===== src/hdl/evcpc_pkg.sv =====
`timescale 1ns / 1ps
// ----------------------------------------------------------------------------
// evcpc_pkg
// Shared types and constants for the control pilot controller.
// ----------------------------------------------------------------------------
package evcpc_pkg;

  localparam logic [2:0] PILOT_A = 3'd0;
  localparam logic [2:0] PILOT_B = 3'd1;
  localparam logic [2:0] PILOT_C = 3'd2;
  localparam logic [2:0] PILOT_D = 3'd3;
  localparam logic [2:0] PILOT_E = 3'd4;
  localparam logic [2:0] PILOT_F = 3'd5;

  localparam logic [1:0] OP_PILOT = 2'd0;
  localparam logic [1:0] OP_LIMIT = 2'd1;
  localparam logic [1:0] OP_AVAIL = 2'd2;

  localparam logic [2:0] REG_MIN_CURRENT    = 3'd0;
  localparam logic [2:0] REG_MAX_CURRENT    = 3'd1;
  localparam logic [2:0] REG_LINEAR_LIMIT   = 3'd2;
  localparam logic [2:0] REG_NO_CURRENT_DTY = 3'd3;
  localparam logic [2:0] REG_DUTY_FLOOR     = 3'd4;
  localparam logic [2:0] REG_DUTY_CEILING   = 3'd5;

  localparam logic [9:0] DISABLED_DUTY = 10'd1000;

  typedef struct packed {
    logic [7:0] min_current;
    logic [7:0] max_current;
    logic [7:0] linear_limit;
    logic [9:0] no_current_duty;
    logic [9:0] duty_floor;
    logic [9:0] duty_ceiling;
  } duty_cfg_t;

  typedef struct packed {
    logic gun;
    logic charging;
    logic ventilation;
    logic fault;
  } pilot_flags_t;

endpackage


===== src/hdl/evcpc_duty.sv =====
`timescale 1ns / 1ps
// ----------------------------------------------------------------------------
// evcpc_duty
// Current limit to pwm duty (tenths of a percent) conversion with clamping.
// ----------------------------------------------------------------------------
module evcpc_duty
  import evcpc_pkg::*;
(
  input  logic [7:0] amps,
  input  duty_cfg_t  cfg,
  output logic [9:0] duty
);

  logic [7:0]  clamped;
  logic [8:0]  two_a;
  logic [19:0] third_prod;
  logic [12:0] lin_duty;
  logic [12:0] hi_duty;
  logic [12:0] raw_duty;

  always_comb begin
    if (amps < cfg.min_current) begin
      clamped = cfg.min_current;
    end else if (amps > cfg.max_current) begin
      clamped = cfg.max_current;
    end else begin
      clamped = amps;
    end
  end

  // a*50/3 = 16a + floor(2a/3); 2a/3 via reciprocal 683/2048
  assign two_a      = {clamped, 1'b0};
  assign third_prod = 20'(two_a) * 20'd683;
  assign lin_duty   = {1'b0, clamped, 4'b0000} + 13'(third_prod[19:11]);
  assign hi_duty    = {3'b000, clamped, 2'b00} + 13'd640;
  assign raw_duty   = (clamped <= cfg.linear_limit) ? lin_duty : hi_duty;

  always_comb begin
    if (amps == 8'd0) begin
      duty = cfg.no_current_duty;
    end else if (raw_duty < {3'b000, cfg.duty_floor}) begin
      duty = cfg.duty_floor;
    end else if (raw_duty > {3'b000, cfg.duty_ceiling}) begin
      duty = cfg.duty_ceiling;
    end else begin
      duty = raw_duty[9:0];
    end
  end

endmodule


===== src/hdl/evcpc_pilot_xfer.sv =====
`timescale 1ns / 1ps
// ----------------------------------------------------------------------------
// evcpc_pilot_xfer
// Flag update for a change of pilot state, by previous and new state.
// ----------------------------------------------------------------------------
module evcpc_pilot_xfer
  import evcpc_pkg::*;
(
  input  logic [2:0]   prev_pilot,
  input  logic [2:0]   cur_pilot,
  input  pilot_flags_t flags_in,
  output pilot_flags_t flags_out
);

  logic to_fault;

  assign to_fault = (cur_pilot == PILOT_E) || (cur_pilot == PILOT_F);

  always_comb begin
    flags_out = flags_in;
    case (prev_pilot)
      PILOT_A: begin
        if (cur_pilot == PILOT_B) begin
          flags_out.gun = 1'b1;
        end else if (cur_pilot == PILOT_C || cur_pilot == PILOT_D) begin
          flags_out.gun      = 1'b1;
          flags_out.charging = 1'b1;
          if (cur_pilot == PILOT_D) begin
            flags_out.ventilation = 1'b1;
          end
        end else if (to_fault) begin
          flags_out.fault = 1'b1;
        end
      end
      PILOT_B: begin
        if (cur_pilot == PILOT_A) begin
          flags_out.gun = 1'b0;
        end else if (cur_pilot == PILOT_C || cur_pilot == PILOT_D) begin
          flags_out.charging = 1'b1;
          if (cur_pilot == PILOT_D) begin
            flags_out.ventilation = 1'b1;
          end
        end else if (to_fault) begin
          flags_out.fault = 1'b1;
        end
      end
      PILOT_C, PILOT_D: begin
        if (cur_pilot == PILOT_A) begin
          flags_out.gun      = 1'b0;
          flags_out.charging = 1'b0;
        end else if (cur_pilot == PILOT_B) begin
          flags_out.charging = 1'b0;
        end else if (to_fault) begin
          flags_out.charging = 1'b0;
          flags_out.fault    = 1'b1;
        end
      end
      default: begin
        if (cur_pilot == PILOT_A) begin
          flags_out.gun = 1'b0;
        end else if (cur_pilot == PILOT_B || cur_pilot == PILOT_C) begin
          flags_out.gun = 1'b1;
        end
      end
    endcase
  end

endmodule


===== src/hdl/ev_control_pilot_controller.sv =====
`timescale 1ns / 1ps
// ----------------------------------------------------------------------------
// ev_control_pilot_controller
// Supply-side control pilot controller: pilot state flags and pwm duty.
//
//   channel  dir  handshake              payload
//   in_      in   in_tvalid/in_tready    tuser op, tdata pilot/current/avail
//   out_     out  out_tvalid/out_tready  tuser duty_write, tdata state+duty
//   cfg_     in   cfg_valid/cfg_ready    cfg_index, cfg_data
//
// one request per clock sustained while out_tready is high; input to result
// passes the input register, then the result register
// cfg_ready is always high; config, state and valid registers take their reset values under rst_n
// a stalled result holds in the result register while the input register
// still takes a request; stall reaches in_tready only when both are full
// ----------------------------------------------------------------------------
module ev_control_pilot_controller
  import evcpc_pkg::*;
(
  input  logic        clk,
  input  logic        rst_n,
  input  logic        in_tvalid,
  output logic        in_tready,
  input  logic [1:0]  in_tuser,   // op
  input  logic [15:0] in_tdata,   // pilot_code, current_amps, available
  output logic        out_tvalid,
  input  logic        out_tready,
  output logic        out_tuser,  // duty_write
  output logic [23:0] out_tdata,  // pilot_now, gun_connected, charging_active,
                                  // ventilation_needed, fault_seen,
                                  // pwm_enabled, duty_tenths
  input  logic        cfg_valid,
  output logic        cfg_ready,
  input  logic [2:0]  cfg_index,
  input  logic [9:0]  cfg_data
);

  duty_cfg_t    cfg_r;
  logic         in_vld_r;
  logic [1:0]   op_r;
  logic [2:0]   code_r;
  logic [7:0]   amps_r;
  logic         avail_r;

  logic [2:0]   prev_pilot_r, prev_pilot_nxt;
  logic [2:0]   rep_pilot_r, rep_pilot_nxt;
  pilot_flags_t flags_r, flags_nxt, xfer_flags;
  logic         pwm_r, pwm_nxt;
  logic [7:0]   limit_r, limit_nxt;

  logic         out_vld_r;
  logic         out_wr_r, wr_nxt;
  logic [23:0]  out_data_r;

  logic         adv;
  logic         pilot_upd;
  logic [7:0]   duty_amps;
  logic [9:0]   calc_duty;
  logic [9:0]   duty_nxt;

  assign cfg_ready = 1'b1;

  always_ff @(posedge clk) begin
    if (!rst_n) begin
      cfg_r.min_current     <= 8'd6;
      cfg_r.max_current     <= 8'd80;
      cfg_r.linear_limit    <= 8'd51;
      cfg_r.no_current_duty <= 10'd1000;
      cfg_r.duty_floor      <= 10'd100;
      cfg_r.duty_ceiling    <= 10'd960;
    end else if (cfg_valid) begin
      case (cfg_index)
        REG_MIN_CURRENT:    cfg_r.min_current     <= cfg_data[7:0];
        REG_MAX_CURRENT:    cfg_r.max_current     <= cfg_data[7:0];
        REG_LINEAR_LIMIT:   cfg_r.linear_limit    <= cfg_data[7:0];
        REG_NO_CURRENT_DTY: cfg_r.no_current_duty <= cfg_data;
        REG_DUTY_FLOOR:     cfg_r.duty_floor      <= cfg_data;
        REG_DUTY_CEILING:   cfg_r.duty_ceiling    <= cfg_data;
        default: ;
      endcase
    end
  end

  assign adv       = in_vld_r && (!out_vld_r || out_tready);
  assign in_tready = !in_vld_r || adv;

  // input register
  always_ff @(posedge clk) begin
    if (!rst_n) begin
      in_vld_r <= 1'b0;
    end else if (in_tready) begin
      in_vld_r <= in_tvalid;
    end
  end

  always_ff @(posedge clk) begin
    if (in_tvalid && in_tready) begin
      op_r    <= in_tuser;
      code_r  <= in_tdata[2:0];
      amps_r  <= in_tdata[10:3];
      avail_r <= in_tdata[11];
    end
  end

  evcpc_pilot_xfer u_xfer (
    .prev_pilot (prev_pilot_r),
    .cur_pilot  (code_r),
    .flags_in   (flags_r),
    .flags_out  (xfer_flags)
  );

  assign duty_amps = (op_r == OP_LIMIT) ? amps_r : limit_r;

  evcpc_duty u_duty (
    .amps (duty_amps),
    .cfg  (cfg_r),
    .duty (calc_duty)
  );

  assign pilot_upd = (op_r == OP_PILOT) && (code_r <= PILOT_F) && (code_r != prev_pilot_r);

  always_comb begin
    prev_pilot_nxt = prev_pilot_r;
    rep_pilot_nxt  = rep_pilot_r;
    flags_nxt      = flags_r;
    pwm_nxt        = pwm_r;
    limit_nxt      = limit_r;
    wr_nxt         = 1'b0;
    duty_nxt       = 10'd0;
    case (op_r)
      OP_PILOT: begin
        if (pilot_upd) begin
          prev_pilot_nxt = code_r;
          rep_pilot_nxt  = code_r;
          flags_nxt      = xfer_flags;
        end
      end
      OP_LIMIT: begin
        limit_nxt = amps_r;
        if (pwm_r) begin
          wr_nxt   = 1'b1;
          duty_nxt = calc_duty;
        end
      end
      OP_AVAIL: begin
        wr_nxt   = 1'b1;
        pwm_nxt  = avail_r;
        duty_nxt = avail_r ? calc_duty : DISABLED_DUTY;
      end
      default: ;
    endcase
  end

  // state and result register
  always_ff @(posedge clk) begin
    if (!rst_n) begin
      prev_pilot_r <= PILOT_F;
      rep_pilot_r  <= PILOT_A;
      flags_r      <= '0;
      pwm_r        <= 1'b0;
      limit_r      <= 8'd0;
      out_vld_r    <= 1'b0;
    end else begin
      if (adv) begin
        prev_pilot_r <= prev_pilot_nxt;
        rep_pilot_r  <= rep_pilot_nxt;
        flags_r      <= flags_nxt;
        pwm_r        <= pwm_nxt;
        limit_r      <= limit_nxt;
        out_vld_r    <= 1'b1;
      end else if (out_tready) begin
        out_vld_r    <= 1'b0;
      end
    end
  end

  always_ff @(posedge clk) begin
    if (adv) begin
      out_wr_r   <= wr_nxt;
      out_data_r <= {6'b000000, duty_nxt, pwm_nxt, flags_nxt.fault,
                     flags_nxt.ventilation, flags_nxt.charging, flags_nxt.gun,
                     rep_pilot_nxt};
    end
  end

  assign out_tvalid = out_vld_r;
  assign out_tuser  = out_wr_r;
  assign out_tdata  = out_data_r;

  a_fault_sticky: assert property (@(posedge clk) disable iff (!rst_n)
    flags_r.fault |=> flags_r.fault)
    else $error("fault flag cleared without reset");

  a_vent_sticky: assert property (@(posedge clk) disable iff (!rst_n)
    flags_r.ventilation |=> flags_r.ventilation)
    else $error("ventilation flag cleared without reset");

  a_no_duty_idle: assert property (@(posedge clk) disable iff (!rst_n)
    (out_vld_r && !out_wr_r) |-> (out_data_r[17:8] == 10'd0))
    else $error("duty present without duty write");

  a_in_hold: assert property (@(posedge clk) disable iff (!rst_n)
    (in_vld_r && !adv) |=> (in_vld_r && $stable(op_r) && $stable(amps_r)))
    else $error("input register lost a stalled request");

endmodule

===== config.mk =====
export PLATFORM = sky130hd
export DESIGN_NAME = ev_control_pilot_controller
export DESIGN_NICKNAME = d
export VERILOG_FILES = /design/src/hdl/evcpc_pkg.sv /design/src/hdl/evcpc_duty.sv /design/src/hdl/evcpc_pilot_xfer.sv /design/src/hdl/ev_control_pilot_controller.sv
export SDC_FILE = /design/constraint.sdc
export NUM_CORES = 1
export LEC_CHECK = 0
export BUFFER_PORTS_ARGS = -buffer_cell sky130_fd_sc_hd__buf_2
export CAP_MARGIN = 10
export CORE_ASPECT_RATIO = 2
export CORE_MARGIN = 5
export CORE_UTILIZATION = 55
export CTS_BUF_LIST = sky130_fd_sc_hd__clkbuf_8
export CTS_CLUSTER_DIAMETER = 150
export CTS_CLUSTER_SIZE = 25
export DETAILED_ROUTE_END_ITERATION = 6
export PLACE_DENSITY = 0.7
export SLEW_MARGIN = 25
export SYNTH_ARGS = -nofsm -noshare
export SYNTH_HDL_FRONTEND = slang
export SYNTH_SLANG_ARGS = --single-unit

===== constraint.sdc =====
create_clock -name clk -period 14 [get_ports clk]
set_clock_uncertainty 0.2 [all_clocks]
set_input_delay 2.8 -clock clk [delete_from_list [all_inputs] [get_ports clk]]
set_output_delay 2.8 -clock clk [all_outputs]
set_load 0.005 [all_outputs]

After elaboration in Yosys (flattened, before gate mapping)
Cells that the tools add are included.
{"block": "classes", "mux": 39, "n_addsub": 2, "eq_ne": 16, "reduce_logical": 26, "n_lt_le_gt_ge": 6, "n_mul": 1}
{"op": "$mux W10", "n": 5}
{"op": "$mux W8", "n": 3}
{"op": "$pmux W10 S2", "n": 1}
{"op": "$eq A3 B2 Y1 const B", "n": 6}
{"op": "$mul A8 B10 Y18 const B", "n": 1}
{"op": "$mux W1", "n": 16}
{"op": "$mux W3", "n": 5}
{"op": "$add A12 B8 Y13", "n": 1}
{"op": "$gt A13 B10 Y1", "n": 1}
{"op": "$lt A13 B10 Y1", "n": 1}
{"op": "$mux W13", "n": 1}
{"op": "$eq A3 B3 Y1 const B", "n": 4}
{"op": "$reduce_and A2 Y1", "n": 6}
{"op": "$add A10 B10 Y11 const B", "n": 1}
{"op": "$eq A3 B1 Y1 const B", "n": 3}
{"op": "$logic_not A3 Y1", "n": 3}
{"op": "$gt A8 B8 Y1", "n": 1}
{"op": "$le A8 B8 Y1", "n": 1}
{"op": "$logic_not A8 Y1", "n": 1}
{"op": "$lt A8 B8 Y1", "n": 1}
{"op": "$mux W4", "n": 2}
{"op": "$pmux W1 S2", "n": 3}
{"op": "$pmux W1 S3", "n": 2}
{"op": "$logic_or A1 B1 Y1", "n": 5}
{"op": "other kinds (12)", "n": 16}
{"block": "word_totals", "register_bits": 108, "word_cells": 112, "out_inout_bits": 28}

Longest topological paths before layout
{"block": "depth", "depth_word": 14, "ltp_mapped": 49, "mapped_depth_nobuf": 47}

Modules after synthesis
Synthesis repeated with hierarchy kept, for this count alone.
{"block": "unflattened", "hier_cells": 905, "hier_area_um2": 7921.3}
{"module": "ev_control_pilot_controller", "area_each_um2": 4150.2, "instances": 1, "cells_per_inst": 424}
{"module": "evcpc_duty", "area_each_um2": 3673.5, "instances": 1, "cells_per_inst": 464}
{"module": "evcpc_pilot_xfer", "area_each_um2": 97.6, "instances": 1, "cells_per_inst": 17}

Least setup slack after synthesis
OpenSTA, ideal clock, no wires.
{"block": "synth_path", "path_kind": "register -> register", "start": "register op_r[1]", "end": "register out_data_r[11] (netlist: out_tdata[11]), data pin", "path_buffers": 3, "period_less_slack_ps": 10520, "slack_ps": 3480, "arrival_time_ps": 10059, "path_stages_with_launch": 48, "setup_time_ps": 261, "path_cell_list": "edfxtp_1 -> inv_1 -> ha_1 -> buf_6 -> mux2i_1 -> inv_1 -> ha_1 -> and4_1 -> nor2b_1 -> clkbuf_2 -> nor2_1 -> nor2_1 -> mux2i_1 -> o21ai_1 -> ha_1 -> inv_1 -> fa_1 -> fa_1 -> (+12 left out) -> ha_1 -> a21oi_1 -> nand3_1 -> nor4_1 -> o21ai_0 -> o221a_2 -> a41o_1 -> a21o_1 -> a31o_2 -> ha_1 -> nand4_1 -> nor3_1 -> a21oi_1 -> o21bai_1 -> or2_1 -> buf_6 -> mux2_4 -> a221o_1"}
{"block": "synth_via", "elab_chain_cells": 14, "word_cells_on_any_way": 21}
{"item": "start, declared", "line": "ev_control_pilot_controller.sv:40", "text": "logic [1:0] op_r;"}
{"item": "start signal, assigned", "line": "ev_control_pilot_controller.sv:98", "text": "op_r <= in_tuser;"}
{"item": "$eq A2 B1 Y1 (*)", "line": "ev_control_pilot_controller.sv:112", "text": "assign duty_amps = (op_r == OP_LIMIT) ? amps_r : limit_r;"}
{"item": "$mux W8 (*)"}
{"item": "net duty_amps[3]", "line": "ev_control_pilot_controller.sv:57", "text": "logic [7:0] duty_amps;"}
{"item": "$gt A8 B8 Y1", "line": "evcpc_duty.sv:24", "text": "end else if (amps > cfg.max_current) begin"}
{"item": "$mux W8", "line": "evcpc_duty.sv:24"}
{"item": "$mux W8", "line": "evcpc_duty.sv:22", "text": "if (amps < cfg.min_current) begin"}
{"item": "$mul A8 B10 Y18", "line": "evcpc_duty.sv:33", "text": "assign third_prod = 20'(two_a) * 20'd683;"}
{"item": "$add A12 B8 Y13", "line": "evcpc_duty.sv:34", "text": "assign lin_duty = {1'b0, clamped, 4'b0000} + 13'(third_prod[19:11]);"}
{"item": "$mux W13", "line": "evcpc_duty.sv:36", "text": "assign raw_duty = (clamped <= cfg.linear_limit) ? lin_duty : hi_duty;"}
{"item": "$gt A13 B10 Y1", "line": "evcpc_duty.sv:43", "text": "end else if (raw_duty > {3'b000, cfg.duty_ceiling}) begin"}
{"item": "$mux W10", "line": "evcpc_duty.sv:43"}
{"item": "$mux W10", "line": "evcpc_duty.sv:41", "text": "end else if (raw_duty < {3'b000, cfg.duty_floor}) begin"}
{"item": "$mux W10 (*)", "line": "evcpc_duty.sv:39", "text": "if (amps == 8'd0) begin"}
{"item": "$mux W10, on equally long branches", "line": "ev_control_pilot_controller.sv:148, ev_control_pilot_controller.sv:140"}
{"item": "$pmux W10 S2 (*)", "line": "ev_control_pilot_controller.sv:130", "text": "case (op_r)"}
{"item": "net duty_nxt[3]", "line": "ev_control_pilot_controller.sv:59", "text": "logic [9:0] duty_nxt;"}
{"item": "end signal, assigned", "line": "ev_control_pilot_controller.sv:180", "text": "out_data_r <= {6'b000000, duty_nxt, pwm_nxt, flags_nxt.fault,"}
{"item": "end, declared", "line": "ev_control_pilot_controller.sv:53", "text": "logic [23:0] out_data_r;"}
Mark *: on every way through the listed nets, which the timed path passes. The rest lies on a longest branch.
A chain may end at the register's enable or synchronous reset.

Worst setup path after layout
{"block": "layout_path", "start": "register op_r[1]", "end": "register out_data_r[15] (netlist: out_tdata[15]), data pin"}
The elaborated chain is that of the path after synthesis.

==> results.yml <==
power_and_ir_drop:
  pwr-share-clk_pct: 13.9
  p_int_uw: 728
  switching_share_pct: 45.2
  combPwrFrac_pct: 60.2
  power_density_nw_per_um2: 160
  seq_power_share_pct: 25.8
  vdd_drop_max_mv: 0.0884
  leakage_nw: 3.81
  switchingPower_uw: 602
timing:
  timing.final.max_slew_violations: 0
  fmax_mhz: 77.4
  worst-slew-pin-transition_ns: 0.809
  fin_crit_ns: 12.91
  maxSlewHeadroom_pct: 45.7
  rsz0062_at_grt: "false"
  fin_crit_sh_pct: 92.2
  hold_violations: 0
  setup-violations-final: 0
  tns_ns: 0
clock_tree:
  postCtsSetupRepairBufs: 0
  cts_tree: "done"
  cts_buffer_depth: 2
  cts_made_buffers: 9
  clk_transition_reported_paths_ns: 0.11
  clk_latency_ns: 0.39
  cts_hold_buf: 0
  cts_root_buffer: "clkbuf_8"
  clock_sinks: 108
  cts_resized: 0
  htreeDepth: 3
min_path:
  hold_path_class: "flip-flop to flip-flop"
layout:
  final_cell_mix: "nand2_1 (149), ha_1 (90), inv_1 (89)"
  final_util_pct: 59.8
  diodes: 0
  layout_commonest_cell: "nand2_1"
  nets: 1055
  multi_input_area_um2: 4750
  fillCellCount: 1312
  final-seq-area_um2: 2490
  synthToLayoutAreaGrowth_pct: 7.60
  layout-drive-gt1-share_pct: 11.6
setup_path:
  critPathBufInv: 5
  cp_max_fo: 9
  critPathLaunchType: "flip-flop"
  critPathSlowestCell: "a2111oi_0"
  cpMostUsedCell: "ha_1"
  cp-end-kind: "flip-flop"
  crit_arrival_ns: 12.96
  crit_type: "flip-flop to flip-flop"
  cp_data_required_time_ns: 14.05
  cp_slowest_stage_delay_ns: 0.70
  path_delay_family: "compound AO/OA/AOI/OAI gates"
global_route:
  grt_pass1_wl_um: 32700
  grt.total_usage_pct: 25.5
  grt_max_degree: 75
  grt_pass1_vias: 6624
  antenna_found_initial: 0
  grt_overflow: 0
logic_synthesis:
  yosysUniqueCellTypes: 76
  yosysTopAreaCell: "dfxtp_1"
  yosysWarningCount: 0
  yosys-top-cells-area: "dfxtp_1 (19%), ha_1 (15%), edfxtp_1 (13%)"
  synth.top_cell.area_share_pct: 19.4
  synthesis.instances: 875
  syn-cell-area_um2: 7720
  async_reset_ff_share_pct: 0
  synth_edf_count: 33
  synth-main-ff-cell: "dfxtp_1"
  ys_ff_latch: 108
  yosysSeqAreaShare_pct: 32.3
  syn_area_per_cell_um2: 8.83
floorplanning:
  rows: 61
  die-area_um2: 16700
  initial_core_util_pct: 55.6
  ios: 64
  core_area_um2: 13900
  fp.dieW_um: 93.8
  die_y_um: 178
routing:
  ant_nets: 0
  via_count: 6485
  drc: 0
  drt-initial-drc-count: 384
  wire_per_inst_um: 18.5
  avgViaCountPerCell: 5.85
  drt_first_pass_iters: 5
  wl_um: 20500
placement:
  dpl.hpwl_um: 16500
  gp_congestion: 0.999
  port_buffers: 52
flow_run:
  cap_violations: 0
status:
  run_status: "finished clean"
==> worst paths after layout <==
check | startpoint | end | slack, ns | depth (start not counted)
setup / recovery | op_r[1] | out_tdata[15] | 1.09 | 45
hold / removal | cfg_r[22] | cfg_r[22] | 0.27 | 2
setup reg to reg | op_r[1] | out_tdata[15] | 1.09 | 45
hold reg to reg | cfg_r[22] | cfg_r[22] | 0.27 | 2
==> worst min-delay path: stages (launching register included) <==
cell and delay (ns):
dfxtp_1 0.32, nand2_1 0.05, a21boi_0 0.06
==> layout make-up <==
class                   count  area share [%]
clock inverters             7           0.738
clock buffers               9            1.49
repair buffers             59            3.76
flip-flops and latches    108            30.0
inverters                  89            4.02
well taps                 189            2.85
multi-input cells         647            57.1
==> state kept, by name, summed over array words and instances, names as in the netlist, 2 cells and up <==
name and cells:
rep_pilot_r 3, prev_pilot_r 3, flags_r 4, cfg_r 54, amps_r 8, out_tdata 18, limit_r 8, op_r 2
code_r 3
==> stage by stage <==
| step | worst slack, ns | hold slack [ns] | cells | area (µm²) | total power [mW] |
|---|---|---|---|---|---|
| after floorplan | 3.48 | 0.239 | 880 | 7740 | 0.946 |
| final | 1.09 | 0.270 | 1108 | 8310 | 1.33 |
| after detailed placement | 1.27 | 0.255 | 1092 | 8120 | 1.14 |
| after global routing | 0.322 | 0.299 | 1108 | 8310 | 1.45 |
| after global placement | 1.35 | 0.252 | 1092 | 8120 | 1.13 |
| after CTS | 1.20 | 0.274 | 1108 | 8300 | 1.33 |
==> power by group through the flow <==
stage               registers (mW)  logic (mW)  clock network [mW]
floorplan                    0.348       0.598                   0
global placement             0.351       0.779                   0
detailed placement           0.351       0.791                   0
CTS                          0.344       0.799               0.190
global route                 0.345       0.901               0.203
finish                       0.344       0.801               0.185
==> cells in the mapped netlist, types with 3 or more instances <==
cell type	n
nand2_1	149
ha_1	90
inv_1	88
dfxtp_1	75
a21oi_1	36
a21boi_0	35
edfxtp_1	33
nor2_1	32
nand3_1	27
clkbuf_1	23
o21ai_0	22
o211ai_1	20
nor2b_1	16
fa_1	15
mux2i_1	15
nor3_1	15
o21a_1	11
and3_1	10
o211a_1	10
a21o_1	9
buf_4	8
xnor2_1	8
xor2_1	8
nand4_1	7
o31ai_1	6
a211oi_1	5
a221o_1	5
a31oi_1	5
and2_1	5
mux2_4	5
nand2b_1	5
nor4_1	5
a211oi_2	4
a221oi_1	4
o21ai_1	4
a41oi_1	3
buf_6	3
o2111ai_1	3
or2_1	3
or2_2	3
or3_1	3
==> kinds of logic after synthesis <==
kind of cell	count (synthesis)	synth area share, %
AOI/OAI and AO/OA	208	19.9
xor gates and xnor gates	16	1.81
adders and majority gates	106	18.6
buffers and inverters	125	6.77
DFF	108	32.3
muxes	23	3.50
other	2	0.0972
and+or+nand+nor	287	17.0
==> metal layers <==
metal,GRT usage (%),wire length (µm),vias up
met5,0,0,-
li1,-,-,3156
met4,17.1,1590,0
met1,23.9,7020,3066
met2,49.2,11200,190
met3,3.35,756,73
(Power assumes the default switching activity.)
